**src/hw/rtl/fbc_pkg.sv**
```systemverilog
// ----------------------------------------------------------------------------
// fbc_pkg
// Shared widths, plane and box records and cell control codes for the
// box culling block.
// ----------------------------------------------------------------------------
package fbc_pkg;

  localparam int MAX_PLANES = 8;
  localparam int IDX_W      = (MAX_PLANES > 1) ? $clog2(MAX_PLANES) : 1;
  localparam int CNT_W      = $clog2(MAX_PLANES + 1);

  localparam int NRM_W  = 18;
  localparam int CRD_W  = 40;
  localparam int LIM_W  = 39;
  localparam int PROD_W = NRM_W + CRD_W;
  localparam int SUM_W  = PROD_W + 2;

  localparam logic [LIM_W-1:0] LIMIT_RESET = 39'd25600000000;

  typedef struct packed {
    logic [NRM_W-1:0] nx;
    logic [NRM_W-1:0] ny;
    logic [NRM_W-1:0] nz;
    logic [CRD_W-1:0] offset;
  } plane_t;

  typedef struct packed {
    logic [CRD_W-1:0] min_x;
    logic [CRD_W-1:0] min_y;
    logic [CRD_W-1:0] min_z;
    logic [CRD_W-1:0] max_x;
    logic [CRD_W-1:0] max_y;
    logic [CRD_W-1:0] max_z;
  } box_t;

  typedef enum logic [1:0] {
    CELL_HOLD,
    CELL_SHIFT,
    CELL_ROTATE
  } cell_op_e;

  typedef struct packed {
    logic clear;
    logic live;
  } dot_ctrl_t;

endpackage

```
**src/hw/rtl/fbc_plane_cell.sv**
```systemverilog
// ----------------------------------------------------------------------------
// fbc_plane_cell
// One plane slot of the plane ring: holds, takes the lower neighbor on an
// append, or takes the upper neighbor while the ring rotates.
// ----------------------------------------------------------------------------
module fbc_plane_cell (
  input  logic              clk_i,
  input  fbc_pkg::cell_op_e op_i,
  input  fbc_pkg::plane_t   prev_i,
  input  fbc_pkg::plane_t   next_i,
  output fbc_pkg::plane_t   plane_o
);
  import fbc_pkg::*;

  plane_t plane_q, plane_d;

  always_comb begin
    case (op_i)
      CELL_SHIFT:  plane_d = prev_i;
      CELL_ROTATE: plane_d = next_i;
      default:     plane_d = plane_q;
    endcase
  end

  always_ff @(posedge clk_i) begin
    plane_q <= plane_d;
  end

  assign plane_o = plane_q;

endmodule

```
**config.mk**
```make
export PLATFORM = sky130hd
export DESIGN_NAME = fbc_plane_cell
export DESIGN_NICKNAME = d
export VERILOG_FILES = /design/src/hw/rtl/fbc_pkg.sv /design/src/hw/rtl/fbc_plane_cell.sv
export SDC_FILE = /design/constraint.sdc
export NUM_CORES = 1
export LEC_CHECK = 0
export ABC_AREA = 1
export BUFFER_PORTS_ARGS = -buffer_cell sky130_fd_sc_hd__buf_2
export CAP_MARGIN = 0
export CORE_AREA = 2 2 112 114
export CTS_CLUSTER_DIAMETER = 150
export DETAILED_ROUTE_END_ITERATION = 7
export DIE_AREA = 0 0 114 116
export PLACE_DENSITY_LB_ADDON = 0.2
export SETUP_SLACK_MARGIN = 0.05
export SKIP_CTS_REPAIR_TIMING = 1
export SYNTH_ARGS = -nofsm -noshare
export SYNTH_HDL_FRONTEND = slang
export SYNTH_SLANG_ARGS = --single-unit
export TNS_END_PERCENT = 1
```
**constraint.sdc**
```tcl
create_clock -name clk_i -period 4.11 [get_ports clk_i]
set_input_delay 0.2055 -clock clk_i [delete_from_list [all_inputs] [get_ports clk_i]]
set_output_delay 0.2055 -clock clk_i [all_outputs]
set_load 0.02 [all_outputs]
```
# [After elaboration in Yosys (flattened, before gate mapping)]
# Index checks and enable logic that the tools add are counted.
[word_totals] regBits=94 in_bits=191 out_inout_bits=94 wordCells=8
[op_classes] eq_ne=2 n_mux=1 n_reduce_logical=1
[op_table] operator="94-bit case mux with 2 select lines" count=1
[op_table] operator="2-bit by 1-bit == test with 1-bit output (second input constant)" count=1
[op_table] operator="2-bit == test (second input constant)" count=1
[op_table] operator="2-bit nonzero test" count=1

# [Logic depth before layout (Yosys ltp)]
[depth] ltp_word=2 mapped_depth=8 ltp_nobuf=5

# [Worst setup path after synthesis]
# OpenSTA, ideal clock, no wires.
[synth_timing] path_kind="input to register" startpoint="input port op_i[0]" endpoint="register plane_q, in the netlist plane_o[0], enable pin" setup_ns=0.448 arrival_ns=2.339 required_time_ns=3.662 setup_slack_ns=1.323 cell_stages=3 path_buffers=0 path_cell_list="inv_1 ha_1 inv_1"
[synth_via] elab_chain_len=2 word_cells_on_any_way=3 classes_between="2 x eq/ne; 1 x reduce/logical"
[synth_lines] item="start: declaration" line="fbc_plane_cell.sv:8" text="input fbc_pkg::cell_op_e op_i,"
[synth_lines] item="2-bit == test or 2-bit by 1-bit == test with 1-bit output (tied branches)" line="fbc_plane_cell.sv:18" text="case (op_i)"
[synth_lines] item="2-bit nonzero test (no source line) *"
[synth_lines] item="end signal: assignment" line="fbc_plane_cell.sv:26" text="plane_q <= plane_d;"
[synth_lines] item="end: declaration" line="fbc_plane_cell.sv:15" text="plane_t plane_q, plane_d;"
# Every way passes the cells marked *; elsewhere a longest branch is shown, timed or not.
# A chain may end at the register's enable or synchronous reset.

# [Worst setup path after layout]
[layout_timing] startpoint="input port op_i[0]" endpoint="register plane_q, in the netlist plane_o[50], enable pin"
# The elaborated chain is that of the path after synthesis.

==> key figures <==
Global route
  – Largest net degree at the start of global routing: 95
  – Initial antenna violation count: 0
  – First-pass GRT wire length: 16100 um
  – Gr ovfl total: 0
  – GRT Overall Usage: between 10% and 20%
  – Vias in the first global route: between 3000 and 4000

Synthesis
  – Netlist cell types: 7
  – Syn Area/Cell: 10.1 um^2
  – Register area share after synthesis: 69.5%
  – Post-synthesis compound-gate area fraction: 0%
  – Post-synth net total: 593
  – Post-synthesis mux area share: 0%
  – Syn. warnings: 0
  – Largest family of logic cells by synthesized area: simple AND/OR/NAND/NOR gates
  – Gate Count Post-Synth: 401
  – Synthesized area: 4060 um^2
  – Synth Area in Adders: 0.308%
  – Synth Area in XOR/XNOR: 0%
  – Yosys reg bits: between 90 and 100
  – Post-Synth Simple-Gate Area: 26.1%

Drt
  – Initial drt markers: 118
  – ANT nets after route: 0
  – Drt pass-1 iters: 4
  – Via/cell ratio: 4.36
  – Vias after detailed routing: 3614
  – Routed WL: 10800 um
  – WL/cell: 13.1 um
  – Residual DRC: 0

Final layout
  – Area added between synthesis and finish: 42.8%
  – Nets: roughly 870
  – Max reg flops: 94
  – Diodes inserted: 0
  – Final instance area: ~5800 um^2
  – Commonest non-fill, non-tap cell in the layout: buf_2
  – Layout cells sized above 1: 44.3%
  – Commonest non-fill, non-tap cells in the layout: 284 x buf_2, 282 x nand2_1, 94 x edfxtp_1
  – Fillers: approximately 1100

Die
  – IO Pins: ~290
  – CORE AREA: 11900 um^2
  – Starting density of the core: 34.1%
  – Full die area: 13200 um^2
  – FP Rows: 40
  – Die width: 114 um
  – Die Y: approximately 120 um

Min path
  – Worst Hold Class: input pin to flip-flop
  – Min-delay src: prev_i[76]
  – Worst Hold Depth: 3
  – Hold EP: plane_o[76]

Clocking
  – CTS tree: done
  – H-tree levels: 3
  – Longest Clk Path Bufs: 2
  – Clock transition at the registers of the reported paths: 0.06 ns
  – Num Clock Sinks: 94
  – CTS root buf: clkbuf_16
  – Total CTS buffers: 9

Worst setup path
  – Delay of the slowest critical-path stage: around 0.53 ns
  – CP endpoint kind: flip-flop
  – Critical path class: input pin to flip-flop
  – Critical path fanouts, max: 47
  – Crit path cell chain: buf_2 -> inv_1 -> ha_4 -> clkinv_2 -> buf_4
  – WP buf/inv: 4
  – Slowest cell on crit path: buf_4
  – CP arrival: 1.70 ns
  – Worst path top cell family by delay: buffers and inverters
  – Startpoint Class: input pin
  – CP required: 4.08 ns

Power and ir drop
  – PD cells: 433 nW/um^2
  – VDD IR max: 0.157 mV
  – Total power: 0.00251 W
  – P_leak: about 3.0 nW

STA
  – Final setup margin: between 2 and 2.5 ns
  – RSZ-0062 raised after global routing: no
  – Slew margin rel.: 23.2%
  – Hold WS: 0.140 ns
  – Final hold viol count: 0
  – Minimum clock period: around 1.7 ns
  – Fmax: 579 MHz
  – Final setup fails: 0
  – Setup TNS: 0 ns
  – Final period util: 42.1%
  – Slew of the pin with the lowest slew margin: 1.15 ns
  – Slew Limit Fails: 0

Placed design
  – HPWL after detailed placement: 8330 um
  – Placement Setup Slack: 1.99 ns
  – Placed cell areas: 5550 um^2
  – GP Congestion: 0.816
  – IO Port Bufs: 284

Status
  – Status: completed

Job
  – Maxcap violations: 0
==> final cells by class <==
cell class / instances / area, um^2 / area share (%)
Clock buffer: 9 / 225 / 3.89
Clock inverter: 4 / 17.5 / 0.302
Sequential cell: 94 / 2820 / 48.7
Multi-Input combinational cell: 283 / 1080 / 18.7
Tap cell: 147 / 184 / 3.17
Inverter: 3 / 12.5 / 0.216
Timing Repair Buffer: 288 / 1450 / 25.0
==> worst max-delay path by stage <==
| stage | from | endpoint | slack [ns] | cells after the start |
|---|---|---|---|---|
| after global routing | op_i[0] | plane_o[41] | 2.26 | 5 |
| after detailed placement | op_i[0] | plane_o[38] | 1.99 | 5 |
| after CTS | op_i[0] | plane_o[31] | 2.35 | 5 |
| after global placement | op_i[0] | plane_o[48] | 2.04 | 5 |
| final | op_i[0] | plane_o[50] | 2.38 | 5 |
| after floorplan | op_i[0] | plane_o[0] | 1.32 | 3 |
==> per-stage QoR <==
step,util [%],instances
4_1_cts,48.7,828
3_5_place_dp,46.6,815
6_report,48.7,828
5_1_grt,48.7,828
3_3_place_gp,46.6,815
2_1_floorplan,-,401
==> metal layers <==
metal  track usage, %  vias to the layer above  share of wire, %
li1                 -                     1834                 -
met1             17.1                     1571                39
met2             27.8                      187                48
met3             5.49                       22                11
met4             7.80                        0               2.7
met5                0                        -                 0
==> power breakdown <==
group	internal, W	switching (W)
Sequential	0.00122	0.0000352
Combinational	0.000190	0.000362
Clock	0.000393	0.000304
Total	0.00181	0.000701
==> synth_stat cells (all sizes together) <==
master	n	area [um^2]
nand2	282	1060
edfxtp	94	2820
buf	21	155
inv	3	11.3
ha	1	12.5
==> worst min-delay path: cells and delay by family <==
| family | cells | cell delay, ns |
|---|---|---|
| simple gates | 2 | 0.08 |
| buf+inv | 1 | 0.07 |
==> logic make-up (layout without fill, tap and decap cells) <==
kind of cell,Yosys count,count (layout)
adder cells (fa/ha/maj),1,1
buffers and inverters,24,304
flip-flops,94,94
AND/OR/NAND/NOR,282,282
(Power assumes the default switching activity.)
